--- src/rtl/core/mbd_pkg.sv ---
// Shared types and constants of the multipart body deframer.
// Holds the phase, kind and register codes and the structs between modules.
// No dependencies; compiled first.
`timescale 1ns / 1ps
`default_nettype none

package mbd_pkg;

  // Sizes of the boundary, the delimiter head and the match window.
  localparam int MAX_BOUNDARY     = 32;
  localparam int MAX_HEADER_BYTES = 4096;
  localparam int HEAD_LEN         = 4;
  localparam int WIN_DEPTH        = MAX_BOUNDARY + HEAD_LEN;
  localparam int CNT_W            = $clog2(WIN_DEPTH + 1);
  localparam int HDR_W            = $clog2(MAX_HEADER_BYTES + 1);
  localparam int BLEN_W           = 6;
  localparam int CFG_DATA_W       = 64;
  localparam int CFG_IDX_W        = 3;
  localparam int BB_REGS          = 4;
  localparam int BYTES_PER_REG    = CFG_DATA_W / 8;

  localparam logic [CNT_W-1:0] CNT_ONE   = CNT_W'(1);
  localparam logic [CNT_W-1:0] CNT_RESET = CNT_W'(2);
  localparam logic [HDR_W-1:0] HDR_LIMIT = HDR_W'(MAX_HEADER_BYTES);
  localparam logic [7:0]       PART_MAX  = 8'd255;

  // Character codes of the delimiter and the header terminator.
  localparam logic [7:0] CHAR_CR   = 8'd13;
  localparam logic [7:0] CHAR_LF   = 8'd10;
  localparam logic [7:0] CHAR_DASH = 8'd45;

  // Header terminator tracking: delimiter CR LF seen, then CR LF CR.
  localparam logic [1:0] TRK_NONE  = 2'd0;
  localparam logic [1:0] TRK_CR    = 2'd1;
  localparam logic [1:0] TRK_CRLF  = 2'd2;
  localparam logic [1:0] TRK_CRLFCR = 2'd3;

  typedef enum logic [2:0] {
    KIND_HDR       = 3'd0,
    KIND_BODY      = 3'd1,
    KIND_CLOSED    = 3'd2,
    KIND_FINAL     = 3'd3,
    KIND_MALFORMED = 3'd4,
    KIND_OVERFLOW  = 3'd5,
    KIND_TRUNC     = 3'd6
  } kind_t;

  typedef enum logic [2:0] {
    PH_PREAMBLE = 3'd0,
    PH_PAIR1    = 3'd1,
    PH_PAIR2    = 3'd2,
    PH_HEADER   = 3'd3,
    PH_BODY     = 3'd4,
    PH_DONE     = 3'd5
  } phase_t;

  // Stage of the item in the hold register: main step, or end-of-stream flush.
  typedef enum logic {
    STG_MAIN  = 1'b0,
    STG_FLUSH = 1'b1
  } stage_t;

  // Operation that the engine performs in one cycle.
  typedef enum logic [1:0] {
    OP_IDLE    = 2'd0,
    OP_RELEASE = 2'd1,
    OP_MAIN    = 2'd2,
    OP_FINISH  = 2'd3
  } op_t;

  typedef enum logic [CFG_IDX_W-1:0] {
    REG_BLEN = 3'd0,
    REG_BB0  = 3'd1,
    REG_BB1  = 3'd2,
    REG_BB2  = 3'd3,
    REG_BB3  = 3'd4
  } cfg_reg_t;

  // Delimiter as seen by the matcher: its length and all of its bytes.
  typedef struct packed {
    logic [CNT_W-1:0]          delim_len;
    logic [WIN_DEPTH-1:0][7:0] delim;
  } delim_cfg_t;

  typedef struct packed {
    logic [7:0] out_byte;
    kind_t      kind;
    logic [7:0] part_index;
    logic       last_result;
  } result_t;

endpackage

`default_nettype wire

--- src/rtl/core/mbd_in_if.sv ---
// Input channel of the deframer: one body byte and its end-of-stream flag.
// Valid/ready handshake; no dependencies.
`timescale 1ns / 1ps
`default_nettype none

interface mbd_in_if;
  logic       valid;
  logic       ready;
  logic [7:0] data_byte;
  logic       end_of_stream;

  modport source (output valid, data_byte, end_of_stream, input ready);
  modport sink   (input valid, data_byte, end_of_stream, output ready);
endinterface

`default_nettype wire

--- src/rtl/core/mbd_out_if.sv ---
// Output channel of the deframer: one result item per handshake.
// Valid/ready handshake; no dependencies.
`timescale 1ns / 1ps
`default_nettype none

interface mbd_out_if;
  logic       valid;
  logic       ready;
  logic [7:0] out_byte;
  logic [2:0] kind;
  logic [7:0] part_index;
  logic       last_result;

  modport source (output valid, out_byte, kind, part_index, last_result, input ready);
  modport sink   (input valid, out_byte, kind, part_index, last_result, output ready);
endinterface

`default_nettype wire

--- src/rtl/core/mbd_cfg.sv ---
// Configuration registers of the deframer and the derived delimiter.
// Depends on mbd_pkg.
`timescale 1ns / 1ps
`default_nettype none

module mbd_cfg (
  input  wire logic                             clk,
  input  wire logic                             rst,
  input  wire logic                             cfg_we,
  input  wire logic [mbd_pkg::CFG_IDX_W-1:0]    cfg_index,
  input  wire logic [mbd_pkg::CFG_DATA_W-1:0]   cfg_data,
  output mbd_pkg::delim_cfg_t                   delim_cfg
);

  logic [mbd_pkg::BLEN_W-1:0]     boundary_length;
  logic [mbd_pkg::CFG_DATA_W-1:0] boundary_bytes [mbd_pkg::BB_REGS];
  logic [mbd_pkg::BLEN_W-1:0]     blen_clamped;

  // Register writes; indexes beyond the list are ignored.
  always_ff @(posedge clk) begin
    if (rst) begin
      boundary_length <= mbd_pkg::BLEN_W'(1);
      for (int r = 0; r < mbd_pkg::BB_REGS; r++) begin
        boundary_bytes[r] <= '0;
      end
    end else if (cfg_we) begin
      unique case (mbd_pkg::cfg_reg_t'(cfg_index))
        mbd_pkg::REG_BLEN: boundary_length   <= cfg_data[mbd_pkg::BLEN_W-1:0];
        mbd_pkg::REG_BB0:  boundary_bytes[0] <= cfg_data;
        mbd_pkg::REG_BB1:  boundary_bytes[1] <= cfg_data;
        mbd_pkg::REG_BB2:  boundary_bytes[2] <= cfg_data;
        mbd_pkg::REG_BB3:  boundary_bytes[3] <= cfg_data;
        default: ;
      endcase
    end
  end

  // Boundary length is used clamped to one through the maximum.
  always_comb begin
    if (boundary_length == '0) begin
      blen_clamped = mbd_pkg::BLEN_W'(1);
    end else if (boundary_length > mbd_pkg::BLEN_W'(mbd_pkg::MAX_BOUNDARY)) begin
      blen_clamped = mbd_pkg::BLEN_W'(mbd_pkg::MAX_BOUNDARY);
    end else begin
      blen_clamped = boundary_length;
    end
  end

  // Full delimiter: CR LF dash dash, then the boundary bytes in order.
  always_comb begin
    delim_cfg.delim_len = mbd_pkg::CNT_W'(blen_clamped) + mbd_pkg::CNT_W'(mbd_pkg::HEAD_LEN);
    delim_cfg.delim[0]  = mbd_pkg::CHAR_CR;
    delim_cfg.delim[1]  = mbd_pkg::CHAR_LF;
    delim_cfg.delim[2]  = mbd_pkg::CHAR_DASH;
    delim_cfg.delim[3]  = mbd_pkg::CHAR_DASH;
    for (int i = 0; i < mbd_pkg::MAX_BOUNDARY; i++) begin
      delim_cfg.delim[mbd_pkg::HEAD_LEN + i] =
        boundary_bytes[i / mbd_pkg::BYTES_PER_REG][8 * (i % mbd_pkg::BYTES_PER_REG) +: 8];
    end
  end

endmodule

`default_nettype wire

--- src/rtl/core/mbd_engine.sv ---
// Deframing engine: hold register, match window, phase control and counters.
// Produces at most one result per cycle. Depends on mbd_pkg and mbd_in_if.
`timescale 1ns / 1ps
`default_nettype none

module mbd_engine (
  input  wire logic                clk,
  input  wire logic                rst,
  mbd_in_if.sink                   body_in,
  input  wire mbd_pkg::delim_cfg_t delim_cfg,
  input  wire logic                out_free,
  output logic                     res_valid,
  output mbd_pkg::result_t         res
);

  localparam int WD = mbd_pkg::WIN_DEPTH;
  localparam int CW = mbd_pkg::CNT_W;

  // Item hold register.
  logic       hold_valid;
  logic [7:0] hold_byte;
  logic       hold_eos;

  // Stream state.
  mbd_pkg::phase_t        phase, phase_main, phase_next;
  mbd_pkg::stage_t        stage;
  logic [7:0]             win [WD];
  logic [7:0]             ins [WD];
  logic [7:0]             win_sh [WD];
  logic [7:0]             ins_sh [WD];
  logic [CW-1:0]          count;
  logic [7:0]             pair_first;
  logic [1:0]             header_end_track;
  logic [mbd_pkg::HDR_W-1:0] header_bytes_seen;
  logic [7:0]             part_counter;

  // Step decode.
  mbd_pkg::op_t op;
  logic [CW-1:0] fill;
  logic win_phase, excess, full, hit;
  logic pair_dash, pair_crlf, hdr_over, hdr_end;
  logic emit, advance, item_done, in_ready;

  assign win_phase = (phase == mbd_pkg::PH_PREAMBLE) || (phase == mbd_pkg::PH_BODY);
  assign excess    = win_phase && (count >= delim_cfg.delim_len);
  assign fill      = count + mbd_pkg::CNT_ONE;
  assign full      = (fill == delim_cfg.delim_len);
  assign pair_dash = (pair_first == mbd_pkg::CHAR_DASH) && (hold_byte == mbd_pkg::CHAR_DASH);
  assign pair_crlf = (pair_first == mbd_pkg::CHAR_CR) && (hold_byte == mbd_pkg::CHAR_LF);
  assign hdr_over  = (header_bytes_seen >= mbd_pkg::HDR_LIMIT);
  assign hdr_end   = !hdr_over && (hold_byte == mbd_pkg::CHAR_LF) &&
                     (header_end_track == mbd_pkg::TRK_CRLFCR);

  // Window with the new byte placed, and both shifted by one entry.
  always_comb begin
    for (int i = 0; i < WD; i++) begin
      ins[i] = (count == CW'(i)) ? hold_byte : win[i];
    end
    for (int i = 0; i < WD - 1; i++) begin
      win_sh[i] = win[i + 1];
      ins_sh[i] = ins[i + 1];
    end
    win_sh[WD-1] = win[WD-1];
    ins_sh[WD-1] = ins[WD-1];
  end

  // Delimiter compare over the filled part of the window.
  always_comb begin
    hit = 1'b1;
    for (int k = 0; k < WD; k++) begin
      if ((CW'(k) < delim_cfg.delim_len) && (ins[k] != delim_cfg.delim[k])) begin
        hit = 1'b0;
      end
    end
  end

  // Operation for this cycle: release excess bytes before the main step,
  // and after an end-of-stream item flush the window and then finish.
  always_comb begin
    if (!hold_valid) begin
      op = mbd_pkg::OP_IDLE;
    end else if (stage == mbd_pkg::STG_MAIN) begin
      op = excess ? mbd_pkg::OP_RELEASE : mbd_pkg::OP_MAIN;
    end else if ((phase == mbd_pkg::PH_BODY) && (count != '0)) begin
      op = mbd_pkg::OP_RELEASE;
    end else begin
      op = mbd_pkg::OP_FINISH;
    end
  end

  // Phase after the main step, and the phase next state.
  always_comb begin
    phase_main = phase;
    unique case (phase) inside
      mbd_pkg::PH_PREAMBLE, mbd_pkg::PH_BODY: begin
        if (full && hit) phase_main = mbd_pkg::PH_PAIR1;
      end
      mbd_pkg::PH_PAIR1: phase_main = mbd_pkg::PH_PAIR2;
      mbd_pkg::PH_PAIR2: begin
        if (pair_dash) phase_main = mbd_pkg::PH_DONE;
        else if (pair_crlf) phase_main = mbd_pkg::PH_HEADER;
        else phase_main = mbd_pkg::PH_DONE;
      end
      mbd_pkg::PH_HEADER: begin
        if (hdr_over) phase_main = mbd_pkg::PH_DONE;
        else if (hdr_end) phase_main = mbd_pkg::PH_BODY;
      end
      mbd_pkg::PH_DONE: phase_main = mbd_pkg::PH_DONE;
      default: phase_main = mbd_pkg::PH_DONE;
    endcase

    phase_next = phase;
    if (advance) begin
      case (op)
        mbd_pkg::OP_MAIN:   phase_next = phase_main;
        mbd_pkg::OP_FINISH: phase_next = mbd_pkg::PH_PREAMBLE;
        default: ;
      endcase
    end
  end

  // Result of this cycle.
  always_comb begin
    emit            = 1'b0;
    res.out_byte    = '0;
    res.kind        = mbd_pkg::KIND_BODY;
    res.part_index  = part_counter;
    res.last_result = 1'b0;
    unique case (op)
      mbd_pkg::OP_RELEASE: begin
        emit         = (phase == mbd_pkg::PH_BODY);
        res.out_byte = win[0];
      end
      mbd_pkg::OP_MAIN: begin
        // An end-of-stream item still owes a truncation result unless finished.
        res.last_result = !(hold_eos && (phase_main != mbd_pkg::PH_DONE));
        case (phase)
          mbd_pkg::PH_BODY: begin
            emit = full;
            if (hit) res.kind = mbd_pkg::KIND_CLOSED;
            else res.out_byte = ins[0];
          end
          mbd_pkg::PH_PAIR2: begin
            emit = !pair_crlf;
            res.kind = pair_dash ? mbd_pkg::KIND_FINAL : mbd_pkg::KIND_MALFORMED;
          end
          mbd_pkg::PH_HEADER: begin
            emit = 1'b1;
            if (hdr_over) begin
              res.kind = mbd_pkg::KIND_OVERFLOW;
            end else begin
              res.kind     = mbd_pkg::KIND_HDR;
              res.out_byte = hold_byte;
            end
          end
          default: ;
        endcase
      end
      mbd_pkg::OP_FINISH: begin
        emit            = (phase != mbd_pkg::PH_DONE);
        res.kind        = mbd_pkg::KIND_TRUNC;
        res.last_result = 1'b1;
      end
      default: ;
    endcase
  end

  // Handshake: a step that emits waits for the result register.
  assign advance   = hold_valid && (!emit || out_free);
  assign item_done = advance && (((op == mbd_pkg::OP_MAIN) && !hold_eos) ||
                                 (op == mbd_pkg::OP_FINISH));
  assign in_ready  = !hold_valid || item_done;
  assign body_in.ready = in_ready;
  assign res_valid = emit && advance;

  // Hold register.
  always_ff @(posedge clk) begin
    if (rst) begin
      hold_valid <= 1'b0;
    end else if (in_ready) begin
      hold_valid <= body_in.valid;
    end
    if (in_ready && body_in.valid) begin
      hold_byte <= body_in.data_byte;
      hold_eos  <= body_in.end_of_stream;
    end
  end

  // Phase and stage registers.
  always_ff @(posedge clk) begin
    if (rst) begin
      phase <= mbd_pkg::PH_PREAMBLE;
      stage <= mbd_pkg::STG_MAIN;
    end else begin
      phase <= phase_next;
      if (advance && (op == mbd_pkg::OP_MAIN) && hold_eos) stage <= mbd_pkg::STG_FLUSH;
      else if (advance && (op == mbd_pkg::OP_FINISH)) stage <= mbd_pkg::STG_MAIN;
    end
  end

  // Match window; a new stream starts with the assumed CR LF.
  always_ff @(posedge clk) begin
    if (rst) begin
      win[0] <= mbd_pkg::CHAR_CR;
      win[1] <= mbd_pkg::CHAR_LF;
    end else if (advance) begin
      case (op)
        mbd_pkg::OP_RELEASE: win <= win_sh;
        mbd_pkg::OP_MAIN: begin
          if (win_phase) begin
            if (!full) win <= ins;
            else if (!hit) win <= ins_sh;
          end
        end
        mbd_pkg::OP_FINISH: begin
          win[0] <= mbd_pkg::CHAR_CR;
          win[1] <= mbd_pkg::CHAR_LF;
        end
        default: ;
      endcase
    end
  end

  // Window fill count, header tracking and part counter.
  always_ff @(posedge clk) begin
    if (rst) begin
      count             <= mbd_pkg::CNT_RESET;
      pair_first        <= '0;
      header_end_track  <= mbd_pkg::TRK_NONE;
      header_bytes_seen <= '0;
      part_counter      <= '0;
    end else if (advance) begin
      case (op)
        mbd_pkg::OP_RELEASE: count <= count - mbd_pkg::CNT_ONE;
        mbd_pkg::OP_MAIN: begin
          case (phase)
            mbd_pkg::PH_PREAMBLE, mbd_pkg::PH_BODY: begin
              if (!full) begin
                count <= fill;
              end else if (hit) begin
                count <= '0;
                if ((phase == mbd_pkg::PH_BODY) && (part_counter != mbd_pkg::PART_MAX)) begin
                  part_counter <= part_counter + 8'd1;
                end
              end
            end
            mbd_pkg::PH_PAIR1: pair_first <= hold_byte;
            mbd_pkg::PH_PAIR2: begin
              if (pair_crlf) begin
                header_end_track  <= mbd_pkg::TRK_CRLF;
                header_bytes_seen <= '0;
              end
            end
            mbd_pkg::PH_HEADER: begin
              if (!hdr_over) begin
                header_bytes_seen <= header_bytes_seen + mbd_pkg::HDR_W'(1);
                if (hold_byte == mbd_pkg::CHAR_CR) begin
                  header_end_track <= (header_end_track == mbd_pkg::TRK_CRLF) ?
                                      mbd_pkg::TRK_CRLFCR : mbd_pkg::TRK_CR;
                end else if (hold_byte == mbd_pkg::CHAR_LF) begin
                  if (hdr_end) begin
                    count            <= '0;
                    header_end_track <= mbd_pkg::TRK_NONE;
                  end else begin
                    header_end_track <= (header_end_track == mbd_pkg::TRK_CR) ?
                                        mbd_pkg::TRK_CRLF : mbd_pkg::TRK_NONE;
                  end
                end else begin
                  header_end_track <= mbd_pkg::TRK_NONE;
                end
              end
            end
            default: ;
          endcase
        end
        mbd_pkg::OP_FINISH: begin
          count             <= mbd_pkg::CNT_RESET;
          pair_first        <= '0;
          header_end_track  <= mbd_pkg::TRK_NONE;
          header_bytes_seen <= '0;
          part_counter      <= '0;
        end
        default: ;
      endcase
    end
  end

endmodule

`default_nettype wire

--- src/rtl/core/mbd_out_reg.sv ---
// Result register of the deframer, driving the output channel.
// Depends on mbd_pkg and mbd_out_if.
`timescale 1ns / 1ps
`default_nettype none

module mbd_out_reg (
  input  wire logic             clk,
  input  wire logic             rst,
  input  wire logic             res_valid,
  input  wire mbd_pkg::result_t res,
  output logic                  out_free,
  mbd_out_if.source             result_out
);

  logic             valid;
  mbd_pkg::result_t data;

  // The register takes a new result whenever it is empty or being drained.
  assign out_free = !valid || result_out.ready;

  always_ff @(posedge clk) begin
    if (rst) begin
      valid <= 1'b0;
    end else if (out_free) begin
      valid <= res_valid;
    end
    if (out_free && res_valid) begin
      data <= res;
    end
  end

  assign result_out.valid       = valid;
  assign result_out.out_byte    = data.out_byte;
  assign result_out.kind        = data.kind;
  assign result_out.part_index  = data.part_index;
  assign result_out.last_result = data.last_result;

endmodule

`default_nettype wire

--- src/rtl/core/multipart_body_deframer_top.sv ---
// Multipart body deframer. Takes one body byte per item and splits the body at
// CR LF dash dash boundary, passing header bytes and body bytes on with their part
// index and flagging part ends, the closing delimiter, malformed streams, header
// overflow and truncation. One item per cycle is sustained while the output is
// drained every cycle and no byte causes extra results; the single result
// register takes at most one result per cycle. A byte that causes several
// results holds the input until its last step: an end-of-stream byte takes its
// own step, a release step per flushed window byte and a finish step, and the
// first byte after a shorter boundary is written takes a release step per
// surplus window byte first. The user must write the boundary registers only
// while the block is idle; the block itself does not enforce this. Depends on
// mbd_pkg, both channel interfaces, mbd_cfg, mbd_engine and mbd_out_reg.
`timescale 1ns / 1ps
`default_nettype none

module multipart_body_deframer_top (
  input  wire logic                           clk,
  input  wire logic                           rst,
  mbd_in_if.sink                              body_in,
  mbd_out_if.source                           result_out,
  input  wire logic                           cfg_we,
  input  wire logic [mbd_pkg::CFG_IDX_W-1:0]  cfg_index,
  input  wire logic [mbd_pkg::CFG_DATA_W-1:0] cfg_data
);

  mbd_pkg::delim_cfg_t delim_cfg;
  mbd_pkg::result_t    res;
  logic                res_valid;
  logic                out_free;

  // Configuration registers.
  mbd_cfg u_cfg (
    .clk       (clk),
    .rst       (rst),
    .cfg_we    (cfg_we),
    .cfg_index (cfg_index),
    .cfg_data  (cfg_data),
    .delim_cfg (delim_cfg)
  );

  // Deframing engine.
  mbd_engine u_engine (
    .clk       (clk),
    .rst       (rst),
    .body_in   (body_in),
    .delim_cfg (delim_cfg),
    .out_free  (out_free),
    .res_valid (res_valid),
    .res       (res)
  );

  // Result register.
  mbd_out_reg u_out_reg (
    .clk        (clk),
    .rst        (rst),
    .res_valid  (res_valid),
    .res        (res),
    .out_free   (out_free),
    .result_out (result_out)
  );

  // The hold register is empty after reset, so the block takes an item at once.
  a_ready_after_reset: assert property (@(posedge clk) rst |=> body_in.ready)
    else $error("input not ready after reset");

  // Event results carry no byte.
  a_event_byte_zero: assert property (@(posedge clk) disable iff (rst)
    result_out.valid && (result_out.kind != mbd_pkg::KIND_HDR) &&
    (result_out.kind != mbd_pkg::KIND_BODY) |-> (result_out.out_byte == 8'd0))
    else $error("event result with nonzero byte");

  // Results that finish a stream are always the last of their item.
  a_finish_is_last: assert property (@(posedge clk) disable iff (rst)
    result_out.valid && ((result_out.kind == mbd_pkg::KIND_FINAL) ||
    (result_out.kind == mbd_pkg::KIND_MALFORMED) ||
    (result_out.kind == mbd_pkg::KIND_OVERFLOW) ||
    (result_out.kind == mbd_pkg::KIND_TRUNC)) |-> result_out.last_result)
    else $error("stream-ending result not marked last");

endmodule

`default_nettype wire
--- src/flat_wrapper.sv ---
// flat-port wrapper written by rule: the top's interface ports become plain ports
module multipart_body_deframer_top_flat 
  (clk, rst, cfg_we, cfg_index, cfg_data, body_in_valid, body_in_data_byte, body_in_end_of_stream, body_in_ready, result_out_valid, result_out_out_byte, result_out_kind, result_out_part_index, result_out_last_result, result_out_ready);
  mbd_in_if body_in_i ();
  mbd_out_if result_out_i ();
  input  wire logic clk;
  input  wire logic rst;
  input  wire logic cfg_we;
  input  wire logic [mbd_pkg::CFG_IDX_W-1:0] cfg_index;
  input  wire logic [mbd_pkg::CFG_DATA_W-1:0] cfg_data;
  input wire logic [$bits(body_in_i.valid)-1:0] body_in_valid;
  input wire logic [$bits(body_in_i.data_byte)-1:0] body_in_data_byte;
  input wire logic [$bits(body_in_i.end_of_stream)-1:0] body_in_end_of_stream;
  output wire logic [$bits(body_in_i.ready)-1:0] body_in_ready;
  output wire logic [$bits(result_out_i.valid)-1:0] result_out_valid;
  output wire logic [$bits(result_out_i.out_byte)-1:0] result_out_out_byte;
  output wire logic [$bits(result_out_i.kind)-1:0] result_out_kind;
  output wire logic [$bits(result_out_i.part_index)-1:0] result_out_part_index;
  output wire logic [$bits(result_out_i.last_result)-1:0] result_out_last_result;
  input wire logic [$bits(result_out_i.ready)-1:0] result_out_ready;
  assign body_in_i.valid = body_in_valid;
  assign body_in_i.data_byte = body_in_data_byte;
  assign body_in_i.end_of_stream = body_in_end_of_stream;
  assign body_in_ready = body_in_i.ready;
  assign result_out_valid = result_out_i.valid;
  assign result_out_out_byte = result_out_i.out_byte;
  assign result_out_kind = result_out_i.kind;
  assign result_out_part_index = result_out_i.part_index;
  assign result_out_last_result = result_out_i.last_result;
  assign result_out_i.ready = result_out_ready;
  multipart_body_deframer_top u_core (.clk(clk), .rst(rst), .body_in(body_in_i), .result_out(result_out_i), .cfg_we(cfg_we), .cfg_index(cfg_index), .cfg_data(cfg_data));
endmodule
--- config.mk ---
export PLATFORM = sky130hd
export DESIGN_NAME = multipart_body_deframer_top_flat
export DESIGN_NICKNAME = d
export VERILOG_FILES = /design/src/rtl/core/mbd_pkg.sv /design/src/rtl/core/mbd_in_if.sv /design/src/rtl/core/mbd_out_if.sv /design/src/rtl/core/mbd_cfg.sv /design/src/rtl/core/mbd_engine.sv /design/src/rtl/core/mbd_out_reg.sv /design/src/rtl/core/multipart_body_deframer_top.sv /design/src/flat_wrapper.sv
export SDC_FILE = /design/constraint.sdc
export NUM_CORES = 2
export LEC_CHECK = 0
export ABC_CLOCK_PERIOD_IN_PS = 19200
export BUFFER_PORTS_ARGS = -buffer_cell sky130_fd_sc_hd__clkbuf_2
export CORE_MARGIN = 4
export CORE_UTILIZATION = 35
export CTS_CLUSTER_SIZE = 25
export DETAILED_ROUTE_END_ITERATION = 8
export PLACE_DENSITY = 0.61
export SLEW_MARGIN = 20
export SYNTH_ARGS = -nofsm -noshare
export SYNTH_HDL_FRONTEND = slang
export SYNTH_SLANG_ARGS = --single-unit
--- constraint.sdc ---
create_clock -name clk -period 19.2 [get_ports clk]
set_input_delay 3.84 -clock clk [delete_from_list [all_inputs] [get_ports clk]]
set_output_delay 3.84 -clock clk [all_outputs]
set_load 0.03 [all_outputs]
Word-level counts from Yosys, hierarchy flattened
Memory sizes are Yosys's and may differ from the RTL's.
Cells that the tools add are included.

storage, ports and cells
  flip-flop bits (word level) = 366
  bits in writable memories = 256
  input port bits = 81
  output and inout bits = 22
  word-level logic and storage cells = 452
  memories = 1

operators by class
  add/sub/neg operators = 5
  order comparisons = 39
  eq/ne operators = 110
  mux-type cells = 154
  bitwise operators = 6
  reductions and logical operators = 85

memories
  memory                       words  width  read ports  clocked after memory_dff  write ports  line           text
  u_core.u_cfg.boundary_bytes  4      64     4           0                         4            mbd_cfg.sv:16  logic [mbd_pkg::CFG_DATA_W-1:0] boundary_bytes [mbd_pkg::BB_REGS];

operators by type and width
  cell                                                                    number
  288-bit two-way mux                                                     3
  272-bit one-hot mux with 2 select lines                                 1
  8-bit two-way mux                                                       43
  64-bit two-way mux                                                      4
  8-bit != test                                                           32
  6-bit by 5-bit equality test with 1-bit output (second input constant)  16
  5-bit by 6-bit < comparator with 1-bit output (first input constant)    16
  8-bit one-hot mux with 2 select lines                                   4
  1-bit two-way mux                                                       56
  1-bit logical AND                                                       54
  13-bit one-hot mux with 2 select lines                                  2
  6-bit by 4-bit equality test with 1-bit output (second input constant)  8
  4-bit by 6-bit < comparator with 1-bit output (first input constant)    8
  6-bit two-way mux                                                       8
  16-bit one-hot mux with 3 select lines                                  1
  3-bit != test (second input constant)                                   9
  13-bit two-way mux                                                      2
  6-bit by 3-bit equality test with 1-bit output (second input constant)  4
  6-bit equality test (second input constant)                             4
  8-bit by 4-bit equality test with 1-bit output (second input constant)  3
  3-bit by 6-bit < comparator with 1-bit output (first input constant)    4
  6-bit < comparator (first input constant)                               4
  2-bit two-way mux                                                       12
  3-bit two-way mux                                                       7
  50 further kinds                                                        94

Longest topological paths before layout
  depth after elaboration = 49
  depth in mapped cells = 26
  mapped depth without buffers = 24

By module
Synthesis repeated with hierarchy kept, for this count alone.

second synthesis, totals
  cell total of the unflattened synthesis = 4155
  area, all modules = 39623.0 sq um

modules (own cells, without submodules)
  module       times used  cells each  area an instance (sq um)
  mbd_engine   1           3416        27790.4
  mbd_cfg      1           714         11177.0
  mbd_out_reg  1           25          655.6

Worst setup path before layout
No wires, ideal clock.

  path kind = input port to flip-flop
  start point = input rst
  end point = register u_core.u_engine.win[100] (netlist bit), enable pin
  library setup time = 660 ps
  data arrival time = 10355 ps
  data required time = 18540 ps
  slack = 8184 ps
  stages on the path = 4
  path buffers = 2
  path through = clkbuf_1 > clkbuf_1 > nor2_1 > and3_1

between the ends
  word-level cells in the longest chain between the ends = 2

ends and longest elaborated chain
  what                           line               text
  start: declaration             flat_wrapper.sv:7  input wire logic rst;
  1-bit NOT (no line)            n/a
  5-bit AND reduction (no line)  n/a
  end signal: assignment         mbd_engine.sv:208  mbd_pkg::OP_RELEASE: win <= win_sh;
  end signal: assignment         mbd_engine.sv:211  if (!full) win <= ins;
  end signal: assignment         mbd_engine.sv:212  else if (!hit) win <= ins_sh;
  end: declaration               mbd_engine.sv:27   logic [7:0] win [WD];

Every way passes these cells.
A chain may end at the register's enable or synchronous reset.

Worst setup path in the final report
  start point = register u_core.u_cfg.boundary_length[5] (netlist bit)
  end point = output body_in_ready

between the ends
  word-level cells in the longest chain between the ends = 16
  elaborated cells on any way between the ends = 23

ends and longest elaborated chain
  what                                         line                                  text
  start: declaration                           mbd_cfg.sv:15                         logic [mbd_pkg::BLEN_W-1:0] boundary_length;
  start signal: assignment                     mbd_cfg.sv:22                         boundary_length <= mbd_pkg::BLEN_W'(1);
  start signal: assignment                     mbd_cfg.sv:28                         mbd_pkg::REG_BLEN: boundary_length <= cfg_data[mbd_pkg::BLEN_W-1:0];
  6-bit > comparator                           mbd_cfg.sv:42                         end else if (boundary_length > mbd_pkg::BLEN_W'(mbd_pkg::MAX_BOUNDARY)) begin
  6-bit two-way mux                            mbd_cfg.sv:42
  6-bit two-way mux (*)                        mbd_cfg.sv:40                         if (boundary_length == '0) begin
  6-bit by 3-bit adder with 6-bit output (*)   mbd_cfg.sv:51                         delim_cfg.delim_len = mbd_pkg::CNT_W'(blen_clamped) + mbd_pkg::CNT_W'(mbd_pkg::HEAD_LEN);
  6-bit greater-or-equal comparator            mbd_engine.sv:45                      assign excess = win_phase && (count >= delim_cfg.delim_len);
  1-bit logical AND                            mbd_engine.sv:45
  2-bit two-way mux                            mbd_engine.sv:83                      op = excess ? mbd_pkg::OP_RELEASE : mbd_pkg::OP_MAIN;
  2-bit two-way mux                            mbd_engine.sv:82                      end else if (stage == mbd_pkg::STG_MAIN) begin
  2-bit two-way mux                            mbd_engine.sv:80                      if (!hold_valid) begin
  2-bit equality test (tied with other cells)  mbd_engine.sv:129, mbd_engine.sv:171
  1-bit one-hot mux with 3 select lines        mbd_engine.sv:129                     unique case (op)
  1-bit zero test                              mbd_engine.sv:169                     assign advance = hold_valid && (!emit || out_free);
  1-bit logical OR                             mbd_engine.sv:169
  1-bit logical AND                            mbd_engine.sv:169
  1-bit logical AND (*)                        mbd_engine.sv:170                     assign item_done = advance && (((op == mbd_pkg::OP_MAIN) && !hold_eos) ||
  1-bit logical OR (*)                         mbd_engine.sv:172                     assign in_ready = !hold_valid || item_done;
  end: declaration                             flat_wrapper.sv:14                    output wire logic [$bits(body_in_i.ready)-1:0] body_in_ready;

Mark *: on every way between the ends. The rest lies on a longest branch, timed or not.

==> qor.yml <==
run_status:
  outcome: "finished, violations left"
  violations: "DRC"
routing:
  vias_per_cell: 6.20
  drt-pass1-iter-count: 9
  ant_nets: 0
  drc: 4
  drt_iter0_drc: 5544
  num_vias: 32924
  routed_wl_mm: 149
  wl_per_cell_um: 28.1
sta:
  slew_headroom_pct: 24.4
  layout_setup_ws_ns: 9.01
  slew_violations: 0
  worst_pin_slew_ns: 1.12
  fin_tns_setup_ns: 0
  max_freq_mhz: 98.1
  period_share_pct: 53.1
  final-setup-viol-count: 0
  finalClockSkew_ns: 0.0349
  min_period_ns: 10.19
  rsz0062_at_grt: "false"
  hold_viol: 0
place:
  placed_area_um2: 39400
  dp_cells: 5177
  gp_congestion: 0.976
  place_ws_ns: 9.74
  portBuffers: 102
  hpwlAfterDp_mm: 99.9
finish:
  utilization_pct: 39.1
  fin_cells: 5313
  fillCellCount: 10618
  final_area_um2: 41800
  drive_gt1_share_pct: 11.0
  nets: 3957
  synthToLayoutAreaGrowth_pct: 11.0
  regArea_um2: 18000
  multi_input_area_um2: 17800
worst_setup_path:
  reg2reg_from: "u_core.u_engine.count[0]"
  cp_max_fo: 76
  worstPathRequired_ns: 15.36
  r2r_slack_ns: 11.41
  r2r_cells: 14
  critPathLaunchType: "flop"
  reg2reg_to: "u_core.u_engine.win[60]"
  critPathArrivalTime_ns: 6.35
  worstSetupPathType: "reg2out"
  critPathCaptureType: "primary output"
synthesis:
  synth_common_cells: "edfxtp_1 (557), a21oi_1 (305), nor2_1 (298)"
  yosysWarnings: 0
  syn_avg_cell_area_um2: 9.68
  synthMostInstantiatedCell: "edfxtp_1"
  synthCells: 3891
  ys_ff_latch: 622
  async_reset_ff_share_pct: 0
  netlist_area_um2: 37700
  yosysUniqueCellTypes: 109
  ys.flop_type: "edfxtp_1"
  synth_fp_nets: 3996
  ys_seq_area_share_pct: 47.9
  synth_top_cell_by_area: "edfxtp_1"
  synth_top_area_share_pct: 44.4
  synth_edf_count: 557
  yosys-top-cells-area: "edfxtp_1 (44%), and2_1 (4.5%), a21oi_1 (4.1%)"
die:
  initial_core_util_pct: 35.2
  ios: 103
  die_x_um: 336
  die_h_um: 336
  core_area_um2: 107000
  rows: 120
  die_area_um2: 113000
grt:
  grt_pass1_vias: 30923
  grt_pass1_wl_mm: 215
  grt_overflow: 0
  grt_usage_pct: 25.6
  grt_max_degree: 203
  antenna_found_initial: 4
clocking:
  cts.sinks: 622
  insertion_delay_ns: 0.66
  root_buffer: "clkbuf_16"
  cts_resized: 0
  postCtsSetupRepairBufs: 0
  htreeDepth: 3
  cts_buffers: 75
  clkTransAtPathRegs_ns: 0.06
  holdBufCountCts: 0
  clk_path_buf_depth: 3
  cts_tree: "yes"
run:
  max_cap_violations: 0
hold_path:
  hold_class: "reg2reg"
  min-delay-start: "u_core.u_engine.part_counter[4]"
  min_path_cells: 0
  whs_endpoint: "u_core.u_out_reg.result_out.part_index[4]"
power_and_ir_drop:
  leakagePower_nw: 14.8
  powerDensity_nw_per_um2: 85.1
  vdd_drop_max_v: 0.0000624
==> worst max-delay path: stages, from the launching register on <==
cell	delay, ns
dfxtp_1	0.47
nand2b_1	0.27
inv_1	0.14
ha_1	0.25
xnor2_1	0.61
inv_1	0.24
ha_1	0.34
o21ai_0	0.07
nand2b_1	0.07
a21oi_1	0.32
nor3_1	0.09
a31oi_1	0.15
nand2_1	0.12
inv_1	0.14
ha_4	0.73
a22oi_1	0.40
o31a_1	0.44
nand2_1	0.35
o21ai_0	0.25
clkbuf_2	0.24
==> worst max path at each step <==
stage               cells after the start  slack, ns                       startpoint                        to
detailed placement                     19       9.74  u_core.u_cfg.boundary_length[5]             body_in_ready
finish                                 19       9.01  u_core.u_cfg.boundary_length[5]             body_in_ready
CTS                                    19       9.06  u_core.u_cfg.boundary_length[5]             body_in_ready
global route                           19       8.52  u_core.u_cfg.boundary_length[5]             body_in_ready
global placement                       19       9.84  u_core.u_cfg.boundary_length[5]             body_in_ready
floorplan                               4       8.18                              rst  u_core.u_engine.win[100]
==> cells by family (layout without fill, tap and decap cells) <==
| kind of cell | count (synthesis) | after routing | share of synthesized area (%) |
|---|---|---|---|
| fa+ha+maj | 24 | 24 | 0.797 |
| buf+inv | 491 | 509 | 5.20 |
| xor+xnor | 247 | 247 | 5.78 |
| simple gates | 1281 | 1281 | 17.3 |
| compound gates | 1039 | 1039 | 17.8 |
| mux | 187 | 187 | 5.28 |
| flops | 622 | 622 | 47.9 |
| other cells | 0 | 1 | 0 |
==> flip-flops by register name, indices dropped and copies added, names as in the netlist <==
signal,cells
u_core.u_out_reg.result_out.part_index,8
u_core.u_engine.count,6
u_core.u_engine.phase,3
u_core.u_cfg.boundary_length,6
u_core.u_engine.header_bytes_seen,13
u_core.u_out_reg.result_out.valid,1
u_core.u_cfg.boundary_bytes,256
u_core.u_engine.hold_eos,1
u_core.u_out_reg.result_out.kind,3
u_core.u_engine.pair_first,8
u_core.u_engine.hold_byte,8
u_core.u_engine.hold_valid,1
u_core.u_engine.stage,1
u_core.u_out_reg.result_out.last_result,1
u_core.u_engine.part_counter,8
u_core.u_engine.header_end_track,2
u_core.u_out_reg.result_out.out_byte,8
u_core.u_engine.win,288
==> final cells by class <==
type	count	area share, %
Timing Repair Buffer	166	2.58
Inverter	209	1.88
Multi-Input combinational cell	2778	42.6
Tap cell	1403	4.20
Clock buffer	100	5.01
Antenna cell	1	0.00598
Sequential cell	622	43.1
Clock inverter	34	0.646
==> routing by layer <==
layer / global-route usage (%) / share of wire (%) / vias up
met4: 12.1 / 5.4 / 0
met1: 35.5 / 40 / 15900
met5: 0 / 0 / -
met3: 6.30 / 13 / 445
li1: - / - / 14221
met2: 37.6 / 42 / 2358
==> power by group <==
group / switching (mW) / internal (mW) / total (mW)
Combinational: 0.356 / 0.167 / 0.523
Clock: 0.602 / 0.807 / 1.41
Sequential: 0.0674 / 1.56 / 1.63
Total: 1.02 / 2.53 / 3.56
==> through the flow <==
stage | hold slack, ns | power [mW]
final | 0.475 | 3.56
after global routing | 0.492 | 3.66
after global placement | 0.459 | 2.15
after detailed placement | 0.459 | 2.15
after floorplan | 0.430 | 1.97
after CTS | 0.472 | 3.55
==> cell usage in the layout (no fill, tap or decap), types with 32 or more instances in the layout <==
cell,n
edfxtp_1,557
a21oi_1,305
nor2_1,296
nand2_1,284
and2_1,273
o21ai_0,218
inv_1,203
nand3_1,141
o22ai_1,137
xnor2_1,126
xor2_1,120
clkbuf_2,102
mux2i_1,94
mux2_2,93
clkbuf_16,78
nor3_1,72
dfxtp_1,65
buf_4,57
a222oi_1,53
o211ai_1,49
and3_1,32
nand4_1,32
Note: power is estimated with default switching activity, not from simulation.
